File: src/gsbd_pkg.sv
// Shared types, constants and the CORDIC angle table of the Goertzel detector.
package gsbd_pkg;

   localparam int SAMPLE_BITS     = 16;
   localparam int COEFF_FRAC_BITS = 16;
   localparam int MAX_FRAME_LEN   = 4096;
   localparam int LEN_BITS        = 13;
   localparam int RES_BITS        = 48;
   localparam int COEFF_BITS      = 19;
   localparam int TW_BITS         = 18;
   localparam int VEC_BITS        = 50;
   localparam int ABS_BITS        = 49;
   localparam int MAG_BITS        = 40;
   localparam int PHASE_BITS      = 16;
   localparam int CORDIC_STEPS    = 20;
   localparam int CORDIC_BITS     = 53;
   localparam int Z_BITS          = 29;
   localparam int CSR_INDEX_BITS  = 2;
   localparam int CSR_DATA_BITS   = 19;

   localparam logic [CSR_INDEX_BITS-1:0] CSR_FRAME_LENGTH    = 2'd0;
   localparam logic [CSR_INDEX_BITS-1:0] CSR_RESONATOR_COEFF = 2'd1;
   localparam logic [CSR_INDEX_BITS-1:0] CSR_TWIDDLE_COSINE  = 2'd2;
   localparam logic [CSR_INDEX_BITS-1:0] CSR_TWIDDLE_SINE    = 2'd3;

   localparam logic signed [Z_BITS-1:0] HALF_PI_Q24 = 29'sd26353589;
   localparam logic signed [17:0]       PHASE_LIM   = 18'sd25736;

   typedef struct packed {
      logic signed [VEC_BITS-1:0] re;
      logic signed [VEC_BITS-1:0] im;
   } gsbd_vec_type;

   // arctan(2^-i) in Q.24 radians
   function automatic logic signed [Z_BITS-1:0] atan_q24(input logic [4:0] i);
      logic signed [Z_BITS-1:0] a;
      unique case (i)
         5'd0:  a = 29'sd13176795;
         5'd1:  a = 29'sd7778716;
         5'd2:  a = 29'sd4110060;
         5'd3:  a = 29'sd2086331;
         5'd4:  a = 29'sd1047214;
         5'd5:  a = 29'sd524117;
         5'd6:  a = 29'sd262123;
         5'd7:  a = 29'sd131069;
         5'd8:  a = 29'sd65536;
         5'd9:  a = 29'sd32768;
         5'd10: a = 29'sd16384;
         5'd11: a = 29'sd8192;
         5'd12: a = 29'sd4096;
         5'd13: a = 29'sd2048;
         5'd14: a = 29'sd1024;
         5'd15: a = 29'sd512;
         5'd16: a = 29'sd256;
         5'd17: a = 29'sd128;
         5'd18: a = 29'sd64;
         5'd19: a = 29'sd32;
         default: a = '0;
      endcase
      return a;
   endfunction

endpackage

File: src/gsbd_back.sv
// Back end: squared norm, digit-serial square root and CORDIC phase.
module gsbd_back (
   input  logic                                     clock,
   input  logic                                     reset,
   input  logic                                     vec_valid,
   output logic                                     vec_ready,
   input  gsbd_pkg::gsbd_vec_type                   vec,
   output logic                                     out_valid,
   input  logic                                     out_ready,
   output logic [gsbd_pkg::MAG_BITS-1:0]            out_mag,
   output logic signed [gsbd_pkg::PHASE_BITS-1:0]   out_phase
);
   import gsbd_pkg::*;

   typedef enum logic [3:0] {
      B_IDLE = 4'b0001,
      B_SQ   = 4'b0010,
      B_ROOT = 4'b0100,
      B_DONE = 4'b1000
   } back_state_type;

   back_state_type state_ff, state_in;
   logic [5:0]                    cnt_ff, cnt_in;
   logic [ABS_BITS-1:0]           abs_re_ff, abs_re_in, abs_im_ff, abs_im_in;
   logic [99:0]                   rad_ff, rad_in;
   logic [52:0]                   rem_ff, rem_in;
   logic [49:0]                   root_ff, root_in;
   logic signed [CORDIC_BITS-1:0] x_ff, x_in, y_ff, y_in;
   logic signed [Z_BITS-1:0]      z_ff, z_in;
   logic                          zero_ff, zero_in;
   logic                          ovalid_ff, ovalid_in;
   logic [MAG_BITS-1:0]           mag_ff, mag_in;
   logic signed [PHASE_BITS-1:0]  phase_ff, phase_in;

   logic [ABS_BITS-1:0]           sq_src;
   logic [24:0]                   op_a, op_b;
   logic [49:0]                   sq_prod;
   logic [99:0]                   sq_term;
   logic [52:0]                   rem_sh, trial;
   logic signed [CORDIC_BITS-1:0] dx, dy, re_x, im_x;
   logic [4:0]                    step;
   logic signed [Z_BITS-1:0]      ang, z_rnd;
   logic signed [17:0]            z_q13;
   logic signed [PHASE_BITS-1:0]  phase_val;

   // squares: four 25 x 25 partials per operand, re first then im
   assign sq_src = cnt_ff[2] ? abs_im_ff : abs_re_ff;
   assign op_a   = (cnt_ff[1:0] == 2'd3) ? {1'b0, sq_src[48:25]} : sq_src[24:0];
   assign op_b   = (cnt_ff[1:0] == 2'd0) ? sq_src[24:0] : {1'b0, sq_src[48:25]};
   assign sq_prod = op_a * op_b;

   always_comb begin
      unique case (cnt_ff[1:0])
         2'd0:    sq_term = 100'(sq_prod);
         2'd1,
         2'd2:    sq_term = {25'b0, sq_prod, 25'b0};
         2'd3:    sq_term = {sq_prod, 50'b0};
         default: sq_term = '0;
      endcase
   end

   // restoring square root, two radicand bits per step
   assign rem_sh = {rem_ff[50:0], rad_ff[99:98]};
   assign trial  = {1'b0, root_ff, 2'b01};

   assign step = cnt_ff[4:0];
   assign dx   = y_ff >>> step;
   assign dy   = x_ff >>> step;
   assign ang  = atan_q24(step);
   assign re_x = CORDIC_BITS'(vec.re);
   assign im_x = CORDIC_BITS'(vec.im);

   assign z_rnd = z_ff + Z_BITS'(1024);
   assign z_q13 = z_rnd[28:11];

   always_comb begin
      if (zero_ff) begin
         phase_val = '0;
      end else if (z_q13 > PHASE_LIM) begin
         phase_val = PHASE_BITS'(PHASE_LIM);
      end else if (z_q13 < -PHASE_LIM) begin
         phase_val = PHASE_BITS'(-PHASE_LIM);
      end else begin
         phase_val = z_q13[PHASE_BITS-1:0];
      end
   end

   always_comb begin
      state_in  = state_ff;
      cnt_in    = cnt_ff;
      abs_re_in = abs_re_ff;
      abs_im_in = abs_im_ff;
      rad_in    = rad_ff;
      rem_in    = rem_ff;
      root_in   = root_ff;
      x_in      = x_ff;
      y_in      = y_ff;
      z_in      = z_ff;
      zero_in   = zero_ff;
      ovalid_in = ovalid_ff;
      mag_in    = mag_ff;
      phase_in  = phase_ff;
      if (ovalid_ff && out_ready) begin
         ovalid_in = 1'b0;
      end
      unique case (state_ff)
         B_IDLE: begin
            if (vec_valid) begin
               abs_re_in = vec.re[VEC_BITS-1] ? ABS_BITS'(-vec.re) : ABS_BITS'(vec.re);
               abs_im_in = vec.im[VEC_BITS-1] ? ABS_BITS'(-vec.im) : ABS_BITS'(vec.im);
               zero_in   = (vec.re == '0) && (vec.im == '0);
               rad_in    = '0;
               rem_in    = '0;
               root_in   = '0;
               cnt_in    = '0;
               // quarter-turn pre-rotation into the right half plane
               if (vec.re[VEC_BITS-1]) begin
                  if (!vec.im[VEC_BITS-1]) begin
                     x_in = im_x;
                     y_in = -re_x;
                     z_in = HALF_PI_Q24;
                  end else begin
                     x_in = -im_x;
                     y_in = re_x;
                     z_in = -HALF_PI_Q24;
                  end
               end else begin
                  x_in = re_x;
                  y_in = im_x;
                  z_in = '0;
               end
               state_in = B_SQ;
            end
         end
         B_SQ: begin
            rad_in = rad_ff + sq_term;
            if (cnt_ff == 6'd7) begin
               cnt_in   = '0;
               state_in = B_ROOT;
            end else begin
               cnt_in = cnt_ff + 6'd1;
            end
         end
         B_ROOT: begin
            rad_in = {rad_ff[97:0], 2'b00};
            if (rem_sh >= trial) begin
               rem_in  = rem_sh - trial;
               root_in = {root_ff[48:0], 1'b1};
            end else begin
               rem_in  = rem_sh;
               root_in = {root_ff[48:0], 1'b0};
            end
            if (cnt_ff < 6'(CORDIC_STEPS)) begin
               if (!y_ff[CORDIC_BITS-1]) begin
                  x_in = x_ff + dx;
                  y_in = y_ff - dy;
                  z_in = z_ff + ang;
               end else begin
                  x_in = x_ff - dx;
                  y_in = y_ff + dy;
                  z_in = z_ff - ang;
               end
            end
            if (cnt_ff == 6'd49) begin
               state_in = B_DONE;
            end else begin
               cnt_in = cnt_ff + 6'd1;
            end
         end
         B_DONE: begin
            if (!ovalid_ff || out_ready) begin
               ovalid_in = 1'b1;
               mag_in    = MAG_BITS'(root_ff[49:16]);
               phase_in  = phase_val;
               state_in  = B_IDLE;
            end
         end
         default: state_in = B_IDLE;
      endcase
   end

   always_ff @(posedge clock) begin
      if (reset) begin
         state_ff  <= B_IDLE;
         cnt_ff    <= '0;
         ovalid_ff <= 1'b0;
      end else begin
         state_ff  <= state_in;
         cnt_ff    <= cnt_in;
         ovalid_ff <= ovalid_in;
      end
   end

   always_ff @(posedge clock) begin
      abs_re_ff <= abs_re_in;
      abs_im_ff <= abs_im_in;
      rad_ff    <= rad_in;
      rem_ff    <= rem_in;
      root_ff   <= root_in;
      x_ff      <= x_in;
      y_ff      <= y_in;
      z_ff      <= z_in;
      zero_ff   <= zero_in;
      mag_ff    <= mag_in;
      phase_ff  <= phase_in;
   end

   assign vec_ready = (state_ff == B_IDLE);
   assign out_valid = ovalid_ff;
   assign out_mag   = mag_ff;
   assign out_phase = phase_ff;

endmodule

File: config.mk
export PLATFORM = sky130hd
export DESIGN_NAME = gsbd_back
export DESIGN_NICKNAME = d
export VERILOG_FILES = /design/src/gsbd_pkg.sv /design/src/gsbd_back.sv
export SDC_FILE = /design/constraint.sdc
export NUM_CORES = 2
export LEC_CHECK = 0
export BUFFER_PORTS_ARGS = -buffer_cell sky130_fd_sc_hd__buf_2
export CORE_UTILIZATION = 31
export DETAILED_ROUTE_END_ITERATION = 7
export GPL_TIMING_DRIVEN = 1
export SLEW_MARGIN = 20
export SYNTH_ARGS = -nofsm -noshare
export SYNTH_HDL_FRONTEND = slang
export SYNTH_SLANG_ARGS = --single-unit
File: constraint.sdc
create_clock -name clock -period 20.4 [get_ports clock]
set_input_delay 4.08 -clock clock [delete_from_list [all_inputs] [get_ports clock]]
set_output_delay 4.08 -clock clock [all_outputs]
set_load 0.02 [all_outputs]
==> results.cfg <==
[setup_path]
critPathMostFrequentCell = fa_1
timing.rr.start = cnt_ff[1]
critPathSlowestCell = dfxtp_4
crit_required_ps = 20830
critPathLaunch = cnt_ff[1]
endpoint_kind = flop
worstPathMaxFanout = 64
arrival_ps = 14850
crit_path_start_kind = flop
worstSetupPathType = reg -> reg
slowest_delay_ps = 950

[grt]
grt_pass1_vias = 61864
grt_first_pass_wirelength_mm = 389.6
grtUsageTotal_pct = 21.37
grt_max_degree = 178
grt-ovfl-total = 0
grt_antenna_before_repair = 33

[logic_synthesis]
yosysSeqAreaShare_pct = 20.99
syn_inst = 8359
ys_warn_count = 0
synth_edf_count = 485
ys_types = 104
synthesis.area_mm2 = 0.07273
avgSynthCellArea_um2 = 8.701
async_reset_ff_share_pct = 0
ys_ff_latch = 520
synthFlopType = edfxtp_1

[routing]
wire_per_inst_um = 22.81
num_vias = 63923
viasPerCell = 5.610
drt-pass1-iter-count = 6
ant_nets = 0
drt_wl_total_mm = 259.9
drt-initial-drc-count = 6484
drc = 0

[clock_tree]
cts_tree = done
cts_resized = 0
worst_skew_pair.late_latency_ps = 740
numCtsBuffers = 59
cts_hold_buf = 0
clock-sinks = 520
clock_path_buffers = 3
htree_num_levels = 2
clk_pin_slew_ps = 70
root_buffer = clkbuf_16
postCtsSetupRepairBufs = 0

[floorplan]
rows = 177
die_h_um = 486.4
die_w_um = 486.4
coreArea_mm2 = 0.2330
initial_core_util_pct = 31.22
die_area_mm2 = 0.2366
ios = 162

[min_path]
hold_class = reg -> reg
hp-start = root_ff[17]

[timing]
slew_headroom_pct = 20.32
tightest_slew_ps = 1187
drv_slew = 0
skew_ps = 61.73
fin_crit_sh_pct = 70.67
hold_viol = 0
final.setup.tns_ps = 0
rsz0062_at_grt = no
fin_crit_ps = 14420
max_freq_mhz = 69.37
setup_viol_count_final = 0

[layout]
nNetsFinal = 9316
synthToLayoutAreaGrowth_pct = 7.471
stdcell_count = 11395
drive_above_1_share_pct = 8.197

[job]
maxCapViolCount = 0

[place]
gp_congestion = 0.9956
dpl.hpwl_mm = 202.5
dpl.cell_count = 11268
port_buffers = 155

[outcome]
outcome = finished, final reports clean
[synth_stat cells (30+ instances only)]
cell      instances  area [um^2]
ha_1            485         6068
dfxtp_1          35        700.7
a21oi_1         474         2372
nor3_1          105        525.5
mux2_2           84        945.9
o21ai_0         565         2828
o21bai_1         52        390.4
a211oi_1         51        382.9
nand3_1         101        505.5
mux2i_1         218         2182
buf_1            46        172.7
buf_4            33        247.7
xnor2_1         377         3302
a21o_1          201         1509
edfxtp_1        485        14560
or3_1            63        394.1
nand2b_1         75        469.2
nand2_1        1003         3765
o31ai_1          50        375.4
inv_1           782         2935
nor2b_1          60        375.4
o22ai_1          30        187.7
xor2_1          177         1550
or2_2            42        262.8
and2_1           68        425.4
nand4_1          83        519.3
a31oi_1          76        475.5
fa_1            530        10610
nor2_1          826         3100
and3_1           58        362.9
buf_2            37        185.2
mux4_2          146         3288
o211ai_1         91        683.2
o21a_1           86        645.6
clkbuf_1        345         1295
[final cells by class]
type | count | area, um^2
fill | 24270 | 154800
multi-input combinational | 6580 | 52530
sequential | 520 | 15280
tap | 3132 | 3919
inverter | 789 | 2965
clock buffer | 82 | 1614
timing repair buffer | 247 | 1504
clock inverter | 29 | 311.5
antenna | 16 | 40.04
[flip-flops by register name, summed over array words and instances, names as in the netlist]
name / cells
cnt_ff: 6
ang: 24
out_mag: 34
out_valid: 1
zero_ff: 1
x_ff: 53
abs_im_ff: 49
root_ff: 50
out_phase: 16
y_ff: 53
state_ff: 4
rem_ff: 51
rad_ff: 100
abs_re_ff: 49
z_ff: 29
[critical path, delay by kind of cell (launching register included)]
kind                       cells  cell delay (ps)
AOI/OAI and AO/OA             15             4430
xor gates and xnor gates       2              550
adders and majority gates     10             4840
buffers and inverters          7             1180
DFF                            1              950
muxes                          1              340
and+or+nand+nor                8             1760
[metal layers]
layer  global-route usage (%)  share of wire [%]
met2                    33.64                 45
met4                    9.018                4.8
met3                    3.776                8.6
met1                    28.72                 42
met5                        0              0.047
[stage by stage]
step | utilization [%] | setup slack [ps] | area [um^2] | hold slack [ps]
floorplan | - | 7428 | 72750 | 426.4
global placement | 32.70 | 6067 | 76180 | 435.3
detailed placement | 32.70 | 6198 | 76190 | 433.0
CTS | 33.53 | 6179 | 78120 | 440.3
global route | 33.54 | 5240 | 78150 | 447.3
finish | 33.55 | 5984 | 78170 | 444.0
[cell usage in the layout, fill, tap and decap left out, types with 90 or more instances in the layout]
| cell | instances |
|---|---|
| nand2_1 | 1002 |
| nor2_1 | 826 |
| inv_1 | 780 |
| o21ai_0 | 539 |
| fa_1 | 530 |
| edfxtp_1 | 485 |
| ha_1 | 483 |
| a21oi_1 | 474 |
| xnor2_1 | 377 |
| mux2i_1 | 218 |
| a21o_1 | 200 |
| xor2_1 | 177 |
| buf_2 | 153 |
| mux4_2 | 146 |
| nor3_1 | 105 |
| nand3_1 | 101 |
| o211ai_1 | 91 |
| buf_4 | 90 |
[cells by family (layout without fill, tap and decap cells)]
kind of cell / count (synthesis) / count (layout) / share of synthesized area (%)
and+or+nand+nor: 2594 / 2594 / 15.95
AOI/OAI and AO/OA: 1932 / 1932 / 16.58
buffers and inverters: 1264 / 1147 / 6.974
adders and majority gates: 1015 / 1015 / 22.93
xor gates and xnor gates: 554 / 554 / 6.671
DFF: 520 / 520 / 20.99
muxes: 479 / 479 / 9.900
other: 1 / 22 / 0.005156
[worst paths after layout]
kind,end,slack (ps),cells past startpoint
worst max-delay path,rad_ff[93],5980,43
worst min-delay path,out_mag[1],440,0
worst max register to register,rad_ff[93],5980,43
worst min register to register,out_mag[1],440,0
Power is not shown: default switching activity piles up to over one toggle a cycle in this logic, so the estimate is an artifact.
