[src/gsbd_pkg.sv]
// Shared types, constants and the CORDIC angle table of the Goertzel detector.
package gsbd_pkg;

   localparam int SAMPLE_BITS     = 16;
   localparam int COEFF_FRAC_BITS = 16;
   localparam int MAX_FRAME_LEN   = 4096;
   localparam int LEN_BITS        = 13;
   localparam int RES_BITS        = 48;
   localparam int COEFF_BITS      = 19;
   localparam int TW_BITS         = 18;
   localparam int VEC_BITS        = 50;
   localparam int ABS_BITS        = 49;
   localparam int MAG_BITS        = 40;
   localparam int PHASE_BITS      = 16;
   localparam int CORDIC_STEPS    = 20;
   localparam int CORDIC_BITS     = 53;
   localparam int Z_BITS          = 29;
   localparam int CSR_INDEX_BITS  = 2;
   localparam int CSR_DATA_BITS   = 19;

   localparam logic [CSR_INDEX_BITS-1:0] CSR_FRAME_LENGTH    = 2'd0;
   localparam logic [CSR_INDEX_BITS-1:0] CSR_RESONATOR_COEFF = 2'd1;
   localparam logic [CSR_INDEX_BITS-1:0] CSR_TWIDDLE_COSINE  = 2'd2;
   localparam logic [CSR_INDEX_BITS-1:0] CSR_TWIDDLE_SINE    = 2'd3;

   localparam logic signed [Z_BITS-1:0] HALF_PI_Q24 = 29'sd26353589;
   localparam logic signed [17:0]       PHASE_LIM   = 18'sd25736;

   typedef struct packed {
      logic signed [VEC_BITS-1:0] re;
      logic signed [VEC_BITS-1:0] im;
   } gsbd_vec_type;

   // arctan(2^-i) in Q.24 radians
   function automatic logic signed [Z_BITS-1:0] atan_q24(input logic [4:0] i);
      logic signed [Z_BITS-1:0] a;
      unique case (i)
         5'd0:  a = 29'sd13176795;
         5'd1:  a = 29'sd7778716;
         5'd2:  a = 29'sd4110060;
         5'd3:  a = 29'sd2086331;
         5'd4:  a = 29'sd1047214;
         5'd5:  a = 29'sd524117;
         5'd6:  a = 29'sd262123;
         5'd7:  a = 29'sd131069;
         5'd8:  a = 29'sd65536;
         5'd9:  a = 29'sd32768;
         5'd10: a = 29'sd16384;
         5'd11: a = 29'sd8192;
         5'd12: a = 29'sd4096;
         5'd13: a = 29'sd2048;
         5'd14: a = 29'sd1024;
         5'd15: a = 29'sd512;
         5'd16: a = 29'sd256;
         5'd17: a = 29'sd128;
         5'd18: a = 29'sd64;
         5'd19: a = 29'sd32;
         default: a = '0;
      endcase
      return a;
   endfunction

endpackage

[src/gsbd_front.sv]
// Front end: per-sample resonator update and frame-end twiddle products.
module gsbd_front (
   input  logic                                      clock,
   input  logic                                      reset,
   input  logic                                      smp_valid,
   output logic                                      smp_ready,
   input  logic signed [gsbd_pkg::SAMPLE_BITS-1:0]   smp_value,
   input  logic [gsbd_pkg::LEN_BITS-1:0]             frame_length,
   input  logic signed [gsbd_pkg::COEFF_BITS-1:0]    resonator_coeff,
   input  logic signed [gsbd_pkg::TW_BITS-1:0]       twiddle_cosine,
   input  logic signed [gsbd_pkg::TW_BITS-1:0]       twiddle_sine,
   output logic                                      vec_valid,
   input  logic                                      vec_ready,
   output gsbd_pkg::gsbd_vec_type                    vec
);
   import gsbd_pkg::*;

   typedef enum logic [4:0] {
      F_IDLE = 5'b00001,
      F_MLO  = 5'b00010,
      F_MHI  = 5'b00100,
      F_FIN  = 5'b01000,
      F_PUSH = 5'b10000
   } front_state_type;

   typedef enum logic [1:0] {
      OP_RES = 2'd0,
      OP_COS = 2'd1,
      OP_SIN = 2'd2
   } front_op_type;

   front_state_type state_ff, state_in;
   front_op_type    op_ff, op_in;
   logic signed [SAMPLE_BITS-1:0] sample_ff, sample_in;
   logic signed [COEFF_BITS-1:0]  mcoef_ff, mcoef_in;
   logic signed [RES_BITS-1:0]    mopnd_ff, mopnd_in;
   logic signed [67:0]            acc_ff, acc_in;
   logic signed [RES_BITS-1:0]    s1_ff, s1_in, s2_ff, s2_in;
   logic [LEN_BITS-1:0]           idx_ff, idx_in;
   logic signed [VEC_BITS-1:0]    re_ff, re_in, im_ff, im_in;

   logic signed [24:0]            mul_b;
   logic signed [43:0]            prod;
   logic signed [51:0]            scaled;
   logic signed [53:0]            sum;
   logic signed [RES_BITS-1:0]    sat;
   logic [LEN_BITS-1:0]           len_eff;
   logic [LEN_BITS-1:0]           idx_next;

   // 19 x 25 partial product: low 24 bits unsigned, then high 24 bits signed
   assign mul_b = (state_ff == F_MLO) ? $signed({1'b0, mopnd_ff[23:0]})
                                      : $signed({mopnd_ff[47], mopnd_ff[47:24]});
   assign prod   = mcoef_ff * mul_b;
   assign scaled = acc_ff[67:16];

   assign sum = $signed({{22{sample_ff[SAMPLE_BITS-1]}}, sample_ff, 16'b0})
              + $signed({{2{scaled[51]}}, scaled})
              - $signed({{6{s2_ff[RES_BITS-1]}}, s2_ff});

   always_comb begin
      if (sum[53:47] != {7{sum[53]}}) begin
         sat = sum[53] ? {1'b1, {(RES_BITS-1){1'b0}}} : {1'b0, {(RES_BITS-1){1'b1}}};
      end else begin
         sat = sum[RES_BITS-1:0];
      end
   end

   always_comb begin
      if (frame_length == '0) begin
         len_eff = LEN_BITS'(1);
      end else if (frame_length > LEN_BITS'(MAX_FRAME_LEN)) begin
         len_eff = LEN_BITS'(MAX_FRAME_LEN);
      end else begin
         len_eff = frame_length;
      end
   end

   assign idx_next = idx_ff + LEN_BITS'(1);

   always_comb begin
      state_in  = state_ff;
      op_in     = op_ff;
      sample_in = sample_ff;
      mcoef_in  = mcoef_ff;
      mopnd_in  = mopnd_ff;
      acc_in    = acc_ff;
      s1_in     = s1_ff;
      s2_in     = s2_ff;
      idx_in    = idx_ff;
      re_in     = re_ff;
      im_in     = im_ff;
      unique case (state_ff)
         F_IDLE: begin
            if (smp_valid) begin
               sample_in = smp_value;
               mcoef_in  = resonator_coeff;
               mopnd_in  = s1_ff;
               op_in     = OP_RES;
               state_in  = F_MLO;
            end
         end
         F_MLO: begin
            acc_in   = 68'(prod);
            state_in = F_MHI;
         end
         F_MHI: begin
            acc_in   = acc_ff + $signed({prod, 24'b0});
            state_in = F_FIN;
         end
         F_FIN: begin
            unique case (op_ff)
               OP_RES: begin
                  s1_in = sat;
                  s2_in = s1_ff;
                  if (idx_next >= len_eff) begin
                     idx_in   = '0;
                     op_in    = OP_COS;
                     mcoef_in = COEFF_BITS'(twiddle_cosine);
                     mopnd_in = s1_ff;
                     state_in = F_MLO;
                  end else begin
                     idx_in   = idx_next;
                     state_in = F_IDLE;
                  end
               end
               OP_COS: begin
                  re_in    = VEC_BITS'(s1_ff) - scaled[VEC_BITS-1:0];
                  op_in    = OP_SIN;
                  mcoef_in = COEFF_BITS'(twiddle_sine);
                  state_in = F_MLO;
               end
               OP_SIN: begin
                  im_in    = scaled[VEC_BITS-1:0];
                  state_in = F_PUSH;
               end
               default: state_in = F_IDLE;
            endcase
         end
         F_PUSH: begin
            if (vec_ready) begin
               s1_in    = '0;
               s2_in    = '0;
               state_in = F_IDLE;
            end
         end
         default: state_in = F_IDLE;
      endcase
   end

   always_ff @(posedge clock) begin
      if (reset) begin
         state_ff <= F_IDLE;
         op_ff    <= OP_RES;
         s1_ff    <= '0;
         s2_ff    <= '0;
         idx_ff   <= '0;
      end else begin
         state_ff <= state_in;
         op_ff    <= op_in;
         s1_ff    <= s1_in;
         s2_ff    <= s2_in;
         idx_ff   <= idx_in;
      end
   end

   always_ff @(posedge clock) begin
      sample_ff <= sample_in;
      mcoef_ff  <= mcoef_in;
      mopnd_ff  <= mopnd_in;
      acc_ff    <= acc_in;
      re_ff     <= re_in;
      im_ff     <= im_in;
   end

   assign smp_ready = (state_ff == F_IDLE);
   assign vec_valid = (state_ff == F_PUSH);
   assign vec.re    = re_ff;
   assign vec.im    = im_ff;

endmodule

[config.mk]
export PLATFORM = sky130hd
export DESIGN_NAME = gsbd_front
export DESIGN_NICKNAME = d
export VERILOG_FILES = /design/src/gsbd_pkg.sv /design/src/gsbd_front.sv
export SDC_FILE = /design/constraint.sdc
export NUM_CORES = 2
export LEC_CHECK = 0
export BUFFER_PORTS_ARGS = -buffer_cell sky130_fd_sc_hd__buf_2
export CORE_MARGIN = 2
export CORE_UTILIZATION = 35
export CTS_CLUSTER_SIZE = 40
export DETAILED_ROUTE_END_ITERATION = 7
export PLACE_DENSITY_LB_ADDON = 0.08
export SYNTH_ARGS = -nofsm -noshare
export SYNTH_HDL_FRONTEND = slang
export SYNTH_SLANG_ARGS = --single-unit
[constraint.sdc]
create_clock -name clock -period 13.4 [get_ports clock]
set_input_delay 2.68 -clock clock [delete_from_list [all_inputs] [get_ports clock]]
set_output_delay 2.68 -clock clock [all_outputs]
set_load 0.005 [all_outputs]
==> qor.json <==
{
  "timing": {
    "worstMarginPinSlew_ns": 1.40,
    "finalSetupViolCount": 0,
    "period_share_pct": 85.6,
    "max-slew-margin-rel_pct": 6.58,
    "max_freq_mhz": 87.2,
    "final.setup_skew_ns": 0.0355,
    "fin_crit_ns": 11.47,
    "maxSlewViolCount": 0,
    "postLayoutSetupSlackWorst_ns": 1.93,
    "rsz0062_at_grt": "no",
    "total_negative_setup_slack_ns": 0,
    "final_hold_vios": 0
  },
  "global_route": {
    "vias_in_the_first_global_route": 29294,
    "grt.overflow.total": 0,
    "antenna_found_initial": 8,
    "grt_max_degree": 52,
    "grt.total_usage_pct": 21.5,
    "grt_pass1_wl_um": 184000
  },
  "finish": {
    "finalNetCount": 5083,
    "n_fill_cell": 11364,
    "syn_to_final_growth_pct": 10.7,
    "drive_above_1_share_pct": 9.20
  },
  "setup_path": {
    "cp_data_required_time_ns": 13.74,
    "worst_setup_path_start_kind": "register",
    "worstPathMaxFanout": 32,
    "arrival_ns": 11.81,
    "crit-reg2reg-launch": "state_ff[4]",
    "timing.critical_path.max_delay_family": "adder cells",
    "critical_path.most_common_cell": "sky130_fd_sc_hd__fa_1",
    "critPathCaptureType": "register",
    "critical_setup_path_kind": "register to register",
    "cp_slowest_cell": "sky130_fd_sc_hd__nand2_1",
    "critPathMaxStageDelay_ns": 0.75,
    "regToRegEndpoint": "acc_ff[66]",
    "reg2regPathDepth": 38,
    "worst-path-buf-inv": 4,
    "ff2ff_setup_slack_ns": 1.93,
    "critical_path.startpoint": "state_ff[4]"
  },
  "synthesis": {
    "synth_fp_nets": 4944,
    "synth.top_cells.by_area": "sky130_fd_sc_hd__fa_1 26%, sky130_fd_sc_hd__edfxtp_1 18%, sky130_fd_sc_hd__ha_1 9.9%",
    "synthCells": 4041,
    "synth-seq-area-share_pct": 24.2,
    "yosysUniqueCellTypes": 81,
    "yosys_most_used_dff": "sky130_fd_sc_hd__edfxtp_1",
    "postSynth.asyncResetShare_pct": 0,
    "synth.avg_cell_area_um2": 9.58,
    "synth_warnings": 0,
    "ys_seq_elements": 351,
    "yosysTopAreaCellShare_pct": 26.4,
    "synthDominantAreaCellType": "sky130_fd_sc_hd__fa_1",
    "syn_area_um2": 38700,
    "synth-edff-count": 235
  },
  "detailed_routing": {
    "avg_vias_per_cell": 4.99,
    "drt.antenna.violating_nets": 0,
    "first_pass_iters": 7,
    "post_drt_wl_per_cell_um": 21.0,
    "route.detailed.drc": 1,
    "drt_iter0_markers": 1877,
    "route.final.wire_length_um": 120000,
    "num_vias": 28476
  },
  "status": {
    "violations_in_the_final_reports": "DRC",
    "run_status": "complete, but fails checks"
  },
  "die": {
    "die_width_um": 337,
    "floorplan.die.height_um": 337,
    "floorplan.die_area_um2": 113000,
    "start_util_pct": 35.1,
    "fp.coreArea_um2": 110000,
    "design.portCount": 190,
    "rows": 122
  },
  "clock_tree": {
    "post_cts_resized": 0,
    "cts_root_buffer": "sky130_fd_sc_hd__clkbuf_16",
    "ctsHtreeMaxLevel": 2,
    "clkTransAtPathRegs_ns": 0.06,
    "cts_buffers": 46,
    "clock_insertion_delay_worst_skew_ns": 0.62,
    "clock_tree_from_tritoncts": "done",
    "clock_sink_count": 351,
    "clock_tree.buffer_depth": 3,
    "cts_hold_buffers": 0,
    "post_cts_buffers": 0
  },
  "place": {
    "buffer_ports.inserted": 189,
    "detailedPlace.worstSlack_ns": 2.02,
    "routabilityCongestion": 0.864,
    "dp_hpwl_um": 96000
  },
  "run": {
    "timing.max_cap.violations": 0
  },
  "hold_path": {
    "min-delay-path-class": "register to register",
    "holdCritStartpoint": "idx_ff[12]",
    "cell_depth_of_the_worst_min_delay_path": 2,
    "whs_endpoint": "idx_ff[12]"
  }
}
[registers in the layout, indices dropped and copies added, names as in the netlist]
| signal | count |
|---|---|
| op_ff | 2 |
| state_ff | 5 |
| im_ff | 50 |
| mcoef_ff | 19 |
| re_ff | 50 |
| idx_ff | 13 |
| s1_ff | 48 |
| s2_ff | 48 |
| mopnd_ff | 48 |
| sample_ff | 16 |
| acc_ff | 52 |
[layer usage]
metal | up-vias | GRT usage (%) | part of all wire [%] | routed length (um)
li1 | 13528 | - | - | -
met5 | - | 0 | 0 | 0
met4 | 0 | 3.97 | 1.8 | 2180
met1 | 14277 | 31.4 | 48 | 57900
met2 | 565 | 34.5 | 46 | 54700
met3 | 106 | 2.43 | 4.1 | 4910
[stage by stage]
step / cell area [um2] / utilization (%) / hold slack, ns / std cells
global route: 42900 / 38.9 / 0.499 / 5706
finish: 42900 / 38.9 / 0.478 / 5707
detailed placement: 41300 / 37.5 / 0.469 / 5620
global placement: 41300 / 37.5 / 0.459 / 5620
CTS: 42900 / 38.9 / 0.477 / 5706
floorplan: 38700 / - / 0.444 / 4041
[worst register-to-register path: cells and delay by family, from the launching register on]
family	cells	cell delay, ns
buffers and inverters	4	0.81
and+or+nand+nor	11	2.60
DFF	1	0.33
AOI/OAI and AO/OA	12	2.97
xor gates and xnor gates	2	0.52
adders and majority gates	9	3.97
[cell usage in the layout (no fill, tap or decap), types with 23 or more instances in the layout]
master | Yosys | layout
sky130_fd_sc_hd__o211ai_1 | 25 | 25
sky130_fd_sc_hd__and2_1 | 220 | 218
sky130_fd_sc_hd__inv_1 | 657 | 657
sky130_fd_sc_hd__a21o_1 | 135 | 135
sky130_fd_sc_hd__buf_2 | 2 | 189
sky130_fd_sc_hd__nor2b_1 | 24 | 23
sky130_fd_sc_hd__nand2_1 | 514 | 513
sky130_fd_sc_hd__clkbuf_16 | 0 | 47
sky130_fd_sc_hd__o21a_1 | 31 | 31
sky130_fd_sc_hd__nor2_1 | 166 | 166
sky130_fd_sc_hd__edfxtp_1 | 235 | 235
sky130_fd_sc_hd__dfxtp_1 | 116 | 116
sky130_fd_sc_hd__xnor2_1 | 122 | 122
sky130_fd_sc_hd__nand4_1 | 24 | 24
sky130_fd_sc_hd__xor2_1 | 60 | 60
sky130_fd_sc_hd__a22oi_1 | 50 | 50
sky130_fd_sc_hd__a21oi_1 | 187 | 186
sky130_fd_sc_hd__buf_4 | 2 | 44
sky130_fd_sc_hd__nand3_1 | 40 | 40
sky130_fd_sc_hd__ha_1 | 305 | 304
sky130_fd_sc_hd__o21ai_0 | 117 | 117
sky130_fd_sc_hd__and3_1 | 36 | 35
sky130_fd_sc_hd__fa_1 | 510 | 510
sky130_fd_sc_hd__o211ai_2 | 35 | 35
sky130_fd_sc_hd__nor3_1 | 25 | 25
[layout make-up]
cell class | count | area (um2) | share of cell area, %
inverters | 658 | 2470 | 5.76
clock inverters | 31 | 329 | 0.768
diodes | 1 | 2.50 | 0.00584
flip-flops and latches | 351 | 9380 | 21.9
clock buffers | 55 | 1220 | 2.84
multi-input cells | 2890 | 26300 | 61.4
well taps | 1488 | 1860 | 4.34
repair buffers | 233 | 1280 | 2.98
[worst max-delay path by stage]
stage	to	slack, ns	cells past startpoint
after CTS	acc_ff[66]	1.96	38
after floorplan	acc_ff[67]	3.75	40
after detailed placement	acc_ff[66]	2.02	38
final	acc_ff[66]	1.93	38
after global routing	acc_ff[66]	1.14	39
after global placement	acc_ff[66]	2.04	38
[kinds of logic after synthesis]
group                      count (synthesis)  share of synthesized area, %
DFF                                      351                          24.2
buffers and inverters                    800                          7.90
muxes                                     29                         0.772
and+or+nand+nor                         1135                          13.9
AOI/OAI and AO/OA                        729                          12.9
xor gates and xnor gates                 182                          4.12
adders and majority gates                815                          36.2
[Yosys cell counts, drive strengths merged, types with 116 or more instances]
library cell and instances:
inv 658, edfxtp 235, nor2 166, a21oi 187, fa 510, a21o 135
dfxtp 116, and2 221, o21ai 122, xnor2 122, ha 305, nand2 514
clkbuf 125
Power is left out: the tool's default activity adds up to more than one toggle a clock period on the data nets, which glitch-free logic cannot reach.
