## config.mk

```make
export PLATFORM = sky130hd
export DESIGN_NAME = gsbd_queue
export DESIGN_NICKNAME = d
export VERILOG_FILES = /design/src/gsbd_pkg.sv /design/src/gsbd_queue.sv
export SDC_FILE = /design/constraint.sdc
export NUM_CORES = 1
export LEC_CHECK = 0
export BUFFER_PORTS_ARGS = -buffer_cell sky130_fd_sc_hd__buf_4
export CORE_UTILIZATION = 28
export CTS_BUF_LIST = sky130_fd_sc_hd__clkbuf_4 sky130_fd_sc_hd__clkbuf_8
export DETAILED_ROUTE_END_ITERATION = 16
export HOLD_SLACK_MARGIN = 0.03
export PLACE_DENSITY_LB_ADDON = 0.15
export SETUP_SLACK_MARGIN = 0.02
export SLEW_MARGIN = 0
export SYNTH_ARGS = -nofsm -noshare
export SYNTH_HDL_FRONTEND = slang
export SYNTH_SLANG_ARGS = --single-unit
export TNS_END_PERCENT = 10
```

## constraint.sdc

```tcl
create_clock -name clock -period 7 [get_ports clock]
set_input_delay 1.05 -clock clock [delete_from_list [all_inputs] [get_ports clock]]
set_output_delay 1.05 -clock clock [all_outputs]
set_load 0.005 [all_outputs]
```

## src/gsbd_pkg.sv

```systemverilog
// Shared types, constants and the CORDIC angle table of the Goertzel detector.
package gsbd_pkg;

   localparam int SAMPLE_BITS     = 16;
   localparam int COEFF_FRAC_BITS = 16;
   localparam int MAX_FRAME_LEN   = 4096;
   localparam int LEN_BITS        = 13;
   localparam int RES_BITS        = 48;
   localparam int COEFF_BITS      = 19;
   localparam int TW_BITS         = 18;
   localparam int VEC_BITS        = 50;
   localparam int ABS_BITS        = 49;
   localparam int MAG_BITS        = 40;
   localparam int PHASE_BITS      = 16;
   localparam int CORDIC_STEPS    = 20;
   localparam int CORDIC_BITS     = 53;
   localparam int Z_BITS          = 29;
   localparam int CSR_INDEX_BITS  = 2;
   localparam int CSR_DATA_BITS   = 19;

   localparam logic [CSR_INDEX_BITS-1:0] CSR_FRAME_LENGTH    = 2'd0;
   localparam logic [CSR_INDEX_BITS-1:0] CSR_RESONATOR_COEFF = 2'd1;
   localparam logic [CSR_INDEX_BITS-1:0] CSR_TWIDDLE_COSINE  = 2'd2;
   localparam logic [CSR_INDEX_BITS-1:0] CSR_TWIDDLE_SINE    = 2'd3;

   localparam logic signed [Z_BITS-1:0] HALF_PI_Q24 = 29'sd26353589;
   localparam logic signed [17:0]       PHASE_LIM   = 18'sd25736;

   typedef struct packed {
      logic signed [VEC_BITS-1:0] re;
      logic signed [VEC_BITS-1:0] im;
   } gsbd_vec_type;

   // arctan(2^-i) in Q.24 radians
   function automatic logic signed [Z_BITS-1:0] atan_q24(input logic [4:0] i);
      logic signed [Z_BITS-1:0] a;
      unique case (i)
         5'd0:  a = 29'sd13176795;
         5'd1:  a = 29'sd7778716;
         5'd2:  a = 29'sd4110060;
         5'd3:  a = 29'sd2086331;
         5'd4:  a = 29'sd1047214;
         5'd5:  a = 29'sd524117;
         5'd6:  a = 29'sd262123;
         5'd7:  a = 29'sd131069;
         5'd8:  a = 29'sd65536;
         5'd9:  a = 29'sd32768;
         5'd10: a = 29'sd16384;
         5'd11: a = 29'sd8192;
         5'd12: a = 29'sd4096;
         5'd13: a = 29'sd2048;
         5'd14: a = 29'sd1024;
         5'd15: a = 29'sd512;
         5'd16: a = 29'sd256;
         5'd17: a = 29'sd128;
         5'd18: a = 29'sd64;
         5'd19: a = 29'sd32;
         default: a = '0;
      endcase
      return a;
   endfunction

endpackage

```

## src/gsbd_queue.sv

```systemverilog
// Two-entry queue carrying frame-end vectors from front to back.
module gsbd_queue (
   input  logic                   clock,
   input  logic                   reset,
   input  logic                   in_valid,
   output logic                   in_ready,
   input  gsbd_pkg::gsbd_vec_type in_vec,
   output logic                   out_valid,
   input  logic                   out_ready,
   output gsbd_pkg::gsbd_vec_type out_vec
);
   import gsbd_pkg::*;

   gsbd_vec_type mem [2];
   logic         wr_ptr_ff, wr_ptr_in, rd_ptr_ff, rd_ptr_in;
   logic [1:0]   count_ff, count_in;
   logic         push, pop;

   assign in_ready  = (count_ff != 2'd2);
   assign out_valid = (count_ff != 2'd0);
   assign push      = in_valid && in_ready;
   assign pop       = out_valid && out_ready;
   assign out_vec   = mem[rd_ptr_ff];

   assign wr_ptr_in = push ? ~wr_ptr_ff : wr_ptr_ff;
   assign rd_ptr_in = pop ? ~rd_ptr_ff : rd_ptr_ff;
   assign count_in  = count_ff + {1'b0, push} - {1'b0, pop};

   always_ff @(posedge clock) begin
      if (reset) begin
         wr_ptr_ff <= 1'b0;
         rd_ptr_ff <= 1'b0;
         count_ff  <= '0;
      end else begin
         wr_ptr_ff <= wr_ptr_in;
         rd_ptr_ff <= rd_ptr_in;
         count_ff  <= count_in;
      end
   end

   always_ff @(posedge clock) begin
      if (push) begin
         mem[wr_ptr_ff] <= in_vec;
      end
   end

endmodule

```

==> results of run 1 <==
[flip-flops by register name, summed over array words and instances, names as in the netlist, named ones only]
signal	cells
wr_ptr_ff	1
mem	200
rd_ptr_ff	1
count_ff	2
[final cells by class]
type	instances	area [µm²]	area share (%)
clock buffers	54	643	6.13
clock inverters	11	48.8	0.465
inverters	1	3.75	0.0358
multi-input cells	118	1640	15.6
flip-flops and latches	205	6110	58.3
well taps	378	473	4.51
repair buffers	209	1570	15.0
[cell families (layout without fill, tap and decap cells)]
logic type      count (synthesis)  in the layout  synth area share, %
buf+inv                        12            275                 2.71
simple gates                   11             11                0.708
fa+ha+maj                       2              2                0.315
xor+xnor                        3              3                0.331
flops                         205            205                 76.8
mux                           101            101                 19.0
compound gates                  1              1               0.0945
[worst paths after layout]
path                    start    endpoint  slack [ns]  depth (start not counted)
setup reg to reg  count_ff[0]  mem[0][67]        4.31                          4
hold / removal      rd_ptr_ff        flop        0.52                          2
hold reg to reg     rd_ptr_ff        flop        0.52                          2
setup / recovery         flop  out_vec[8]        3.56                          3
[per-stage QoR]
step	setup slack [ns]	cells	power, µW	instance area [µm²]
after CTS	3.48	976	3660	10500
after floorplan	1.15	335	2230	7950
after global routing	3.41	976	3770	10500
after global placement	3.67	911	2580	9800
final	3.56	976	3580	10500
after detailed placement	3.64	911	2590	9800
[routing by layer]
metal / routed length [µm] / track usage [%]
met5: 0 / 0
met3: 1340 / 3.98
met4: 451 / 4.74
met1: 6100 / 11.8
met2: 7660 / 18.1
[worst max-delay path, delay by kind of cell, from the launching register on]
kind	cells	cell delay (ns)
buf+inv	2	0.83
flops	1	0.65
mux	1	0.36
[power groups by stage]
stage	Combinational (µW)	Sequential, µW	Clock, µW
after floorplan	614	1620	0
after CTS	953	1620	1100
after global routing	999	1630	1140
final	922	1610	1040
after detailed placement	949	1640	0
after global placement	947	1630	0
[layout by cell type, fill, tap and decap left out]
cell,count
and3_4,1
inv_1,1
dfxtp_4,1
xnor2_1,2
clkbuf_4,16
o21a_1,1
edfxtp_1,200
nand2b_2,1
ha_1,2
nor2_4,1
buf_4,209
mux2_4,100
nand2_1,1
mux2_2,1
dfxtp_1,4
clkinv_1,7
clkinv_2,3
clkinvlp_4,1
xor2_1,1
nor2b_1,2
or2_2,1
clkbuf_8,38
nor2_1,4
==> results.txt, run 1 <==
----------------------------------------------------
[Synth]
  Unique masters post-synth ... 17
  Part of the Yosys area used for sequential elements ... 76.8%
  Most area-consuming cells after synthesis ... edfxtp_1, mux2_4, buf_12, dfxtp_1, ha_1
  Count of yosys warnings during synthesis ... 0
  Post-synthesis async set-or-reset flop share ... 0%
  Biggest area consumer among synthesized cells ... edfxtp_1
  Number of flops mapped to enable cells by yosys ... 200
  Most used DFF post-synth ... edfxtp_1
  Instance count of the mapped netlist ... 335
  Number of nets produced by synthesis ... 441
  List of most frequent post-synthesis cells ... edfxtp_1, mux2_4, buf_12
  Post-synth design cell area ... 7950 µm²
  Share of Yosys cell area claimed by the top area cell type ... 75.6%
  Flip-flop and latch count after synthesis ... 205
  Per-instance average area after synthesis ... 23.7 µm²
  Library cell with the highest instance count after synthesis ... edfxtp_1

[CTS]
  Worst-case clock buffer depth ... 3
  Hold buffer count at cts ... 0
  Total clock buffers created by CTS ... 37
  Clock slew at the register clock pins of the worst setup and hold paths ... 0.05 ns
  Number of levels the H-tree was split into ... 2
  Post-CTS Setup Inserts ... 0
  Number of sinks driven by the clock tree ... 205
  # resized after CTS ... 0
  Clock latency reported for the late side of the worst-skew pair ... 0.50 ns
  TritonCTS clock tree ... yes
  Root buf cell ... clkbuf_8

[Setup path]
  Required arrival time at the worst endpoint ... 5.95 ns
  Crit path launch type ... flop
  CP peak stage delay ... 0.68 ns
  Critical path cell sequence ... buf_4 > mux2_4 > buf_4
  Arrival time at the worst endpoint ... 2.39 ns
  Class of the most critical setup path ... flop to output pin
  Most common cell on crit path ... buf_4
  Maximum fanout along the worst path ... 39
  Slowest cell on the critical path ... buf_4
  Setup crit end kind ... output pin

[Layout]
  Fillers ... 2647
  Count of inserted antenna diode cells ... 0
  Growth of design area from synthesis to finish ... 31.9%
  Share of final-layout standard cells stronger than drive strength 1 ... 62.4%
  Final standard cell utilization of the core ... 37.6%
  NumNets Final ... 678

[Routing]
  Iteration count of the initial detailed-routing pass ... 4
  Iter 0 DRT Violations ... 101
  Routed wire per std cell ... 15.9 µm
  Post-route DRC violation count ... 0
  Total vias in the final route ... 3885
  Final wirelength ... 15500 µm
  Count of nets left with antenna violations after detail routing ... 0
  Detail-routed via count per cell ... 3.98

[Pwr]
  Comb pwr share ... 25.8%
  Pleak ... 0.00407 µW
  Internal portion of total power ... 2690 µW
  Worst voltage drop across the vdd grid ... 187 µV
  Clock Power Share ... 29.2%
  Switching Power ... 887 µW
  Switching Share ... 24.8%
  Power density over the cells ... 341 nW/µm²
  Sequential Power Share ... 45.1%

[Timing]
  Final number of max-transition violations ... 0
  Final number of hold-violating endpoints ... 0
  Setup TNS ... 0 ns
  Slew headroom ... 27.7%
  Number of failing setup endpoints in the final timing report ... 0
  Unrepaired setup endpoints after global routing ... no
  Final worst-path cycle share ... 49.1%
  Highest attainable clock frequency ... 291 MHz
  Worst Hold Slack ... 0.520 ns
  Worst Clk Skew ... 0.00922 ns
  Worst-margin pin slew ... 1.08 ns
  Fin crit period ... 3.44 ns

[Floorplan]
  FP Rows ... 61
  Core box area ... 27900 µm²
  Vertical extent of the die ... 170 µm
  Die Footprint ... 29100 µm²
  Effective utilization at floorplan ... 28.5%
  I/O pin count ... 206
  Floorplan die width ... 170 µm

[Global routing]
  Global Route Usage Sum ... 10.6%
  First-pass GRT wire length ... 23000 µm
  Sum of overflow across all layers after global routing ... 0
  Initial antenna violation count ... 0
  Via count of the first global-routing pass ... 4215
  Pin count of the biggest net entering global routing ... 75

[Placement]
  Routability Congestion ... 0.702
  Port buffer count ... 205
  Post-DP HPWL ... 9920 µm

[Job]
  Reported max-cap violation count ... 0

[Run status]
  Run status ... completed

[Min path]
  Hold crit path type ... flop to flop

----------------------------------------------------
Note: power is estimated with default switching activity, not from simulation.
==> run 2: changes to the inputs <==
==> constraint.sdc (replaced) <==
create_clock -name clock -period 2.9 [get_ports clock]
set_input_delay 0.435 -clock clock [delete_from_list [all_inputs] [get_ports clock]]
set_output_delay 0.435 -clock clock [all_outputs]
set_load 0.005 [all_outputs]
==> run 2 against run 1 <==
Via count shrank 0.72%. Non-clock buffer count up 2. Register-to-register slack lost 3.1 ns. Clock skew up 0.0051 ns. Wire length is 1.0% lower. Largest cell class unchanged. Core utilization is 0.20 points higher. Power grew 140%. Final cell count shrank 0.10%. Combinational power increased to 2.5 times the previous value.
==> results.txt, run 2 (same netlist as run 1, synthesis figures left out) <==
----------------------------------------------------
[Run status]
  Run status ... completed

[Global routing]
  Via count of the first global-routing pass ... 4198 (-0.40%)
  First-pass GRT wire length ... 22700 µm (-1.2%)
  Global Route Usage Sum ... 10.4% (-0.25 points)
  Initial antenna violation count ... 0 (unchanged)
  Sum of overflow across all layers after global routing ... 0 (unchanged)
  Pin count of the biggest net entering global routing ... 79 (+5.3%)

[CTS]
  Number of levels the H-tree was split into ... 2 (unchanged)
  Post-CTS Setup Inserts ... 0 (unchanged)
  TritonCTS clock tree ... yes
  Hold buffer count at cts ... 0 (unchanged)
  Worst-case clock buffer depth ... 3 (unchanged)
  Clock slew at the register clock pins of the worst setup and hold paths ... 0.06 ns (about the same)
  Root buf cell ... clkbuf_8
  Total clock buffers created by CTS ... 37 (unchanged)
  Clock latency reported for the late side of the worst-skew pair ... 0.50 ns (about the same)
  Number of sinks driven by the clock tree ... 205 (unchanged)
  # resized after CTS ... 0 (unchanged)

[Timing]
  Fin crit period ... 2.38 ns
  Final number of hold-violating endpoints ... 0 (unchanged)
  Post-route worst setup slack ... 0.517 ns (-3.05 ns)
  Worst Hold Slack ... 0.105 ns (-0.415 ns)
  Number of failing setup endpoints in the final timing report ... 0 (unchanged)
  Final worst-path cycle share ... 82.2%
  Highest attainable clock frequency ... 420 MHz
  Slew headroom ... 56.1% (+28 points)
  Worst-margin pin slew ... 0.658 ns (-0.426 ns)
  Final number of max-transition violations ... 0 (unchanged)
  Unrepaired setup endpoints after global routing ... no
  Worst Clk Skew ... 0.0143 ns (+0.00509 ns)

[Floorplan]
  Die Footprint ... 29100 µm² (unchanged)
  Floorplan die width ... 170 µm (unchanged)
  FP Rows ... 61 (unchanged)
  Vertical extent of the die ... 170 µm (unchanged)
  I/O pin count ... 206 (unchanged)
  Effective utilization at floorplan ... 28.5% (unchanged)
  Core box area ... 27900 µm² (unchanged)

[Setup path]
  Start of the worst register-to-register path ... count_ff[0]
  Setup crit end kind ... output pin
  Arrival time at the worst endpoint ... 1.95 ns (-0.44 ns)
  Slowest cell on the critical path ... buf_12
  Buffer and inverter count on the worst path ... 2 (unchanged)
  Maximum fanout along the worst path ... 78 (+100%)
  Critical path cell sequence ... buf_12 > mux2_4 > buf_4
  Class of the most critical setup path ... flop to output pin
  Critical path's top delay family ... buffers and inverters
  CP peak stage delay ... 0.46 ns (-0.22 ns)
  Required arrival time at the worst endpoint ... 2.47 ns (-3.48 ns)
  Crit path launch type ... flop

[Placement]
  Routability Congestion ... 0.667 (-4.9%)
  Pre-CTS worst setup slack ... 1.06 ns (-2.58 ns)
  Post-DP HPWL ... 9940 µm (+0.27%)
  Port buffer count ... 205 (unchanged)

[Routing]
  Post-route DRC violation count ... 0 (unchanged)
  Routed wire per std cell ... 15.8 µm (-0.93%)
  Detail-routed via count per cell ... 3.96 (-0.62%)
  Total vias in the final route ... 3857 (-0.72%)
  Iter 0 DRT Violations ... 128 (+27%)
  Iteration count of the initial detailed-routing pass ... 4 (unchanged)
  Final wirelength ... 15400 µm (-1.0%)
  Count of nets left with antenna violations after detail routing ... 0 (unchanged)

[Layout]
  Commonest cells after routing, fill and taps aside ... buf_4, edfxtp_1, mux2_4, clkbuf_8, clkbuf_4
  Largest reg by FF count ... mem
  Leading registers by flop count ... mem: 200 flops, count_ff: 2 flops
  Number of flip-flops under the largest register name ... 200 (unchanged)
  Share of final-layout standard cells stronger than drive strength 1 ... 62.0% (-0.40 points)
  Leading cell type in the layout, fill and taps excluded ... buf_4
  NumNets Final ... 680 (+0.29%)
  Count of inserted antenna diode cells ... 0 (unchanged)
  Fillers ... 2637 (-0.38%)
  Final standard cell utilization of the core ... 37.8% (+0.20 points)
  Growth of design area from synthesis to finish ... 32.6%

[Pwr]
  Pleak ... 0.00408 µW (+0.35%)
  Power density over the cells ... 826 nW/µm² (+140%)
  Worst voltage drop across the vdd grid ... 537 µV (+190%)

[Job]
  Reported max-cap violation count ... 0 (unchanged)

[Min path]
  Hold crit path type ... input port to flop
  Worst Hold Launch ... in_vec[96]

----------------------------------------------------
[run 2: cell count changes in the layout (fill, tap and decap cells not counted)]
cell	previous run	this run
bufinv_16	0	1
clkbuf_8	38	39
clkinv_2	3	1
buf_4	209	208
clkbuf_4	16	11
buf_12	0	3
clkinv_1	7	9
[run 2: where the power goes]
part / total, µW / internal, µW / switching, µW
Clock: 2560 / 1460 / 1100
Combinational: 2320 / 1370 / 946
Sequential: 3830 / 3730 / 101
[run 2: worst register-to-register path, delay by kind of cell, from the launching register on]
family,cells,cell delay [ns]
simple gates,2,0.62
buf+inv,1,0.36
flops,1,0.36
[run 2: routing by layer]
metal	track usage [%]	part of all wire [%]	vias up
met5	0	0	-
met4	4.90	2.9	0
met3	3.68	7.9	39
met2	17.8	51	143
met1	11.5	38	1874
li1	-	-	1801
[run 2: cell type report]
class | instances | area [µm²] | share of cell area, %
multi-input cells | 118 | 1640 | 15.6
flip-flops and latches | 205 | 6110 | 57.9
well taps | 378 | 473 | 4.49
inverters | 1 | 3.75 | 0.0356
clock buffers | 50 | 619 | 5.87
repair buffers | 211 | 1620 | 15.4
clock inverters | 12 | 76.3 | 0.724
[run 2: worst paths after layout]
kind,to,slack (ns),cells past startpoint
worst max-delay path,out_vec[83],0.52,3
worst min-delay path,mem[1][96],0.11,1
worst max register to register,mem[1][71],1.16,3
worst min register to register,flop,0.52,2
[run 2: metrics by stage]
step	total power, µW	TNS, ns	area [µm²]	cells
2_1_floorplan	5370	-42.04	7960	335
3_3_place_gp	6250	0	9850	913
3_5_place_dp	6280	0	9850	913
4_1_cts	8900	0	10500	975
5_1_grt	9150	0	10500	975
6_report	8700	0	10500	975
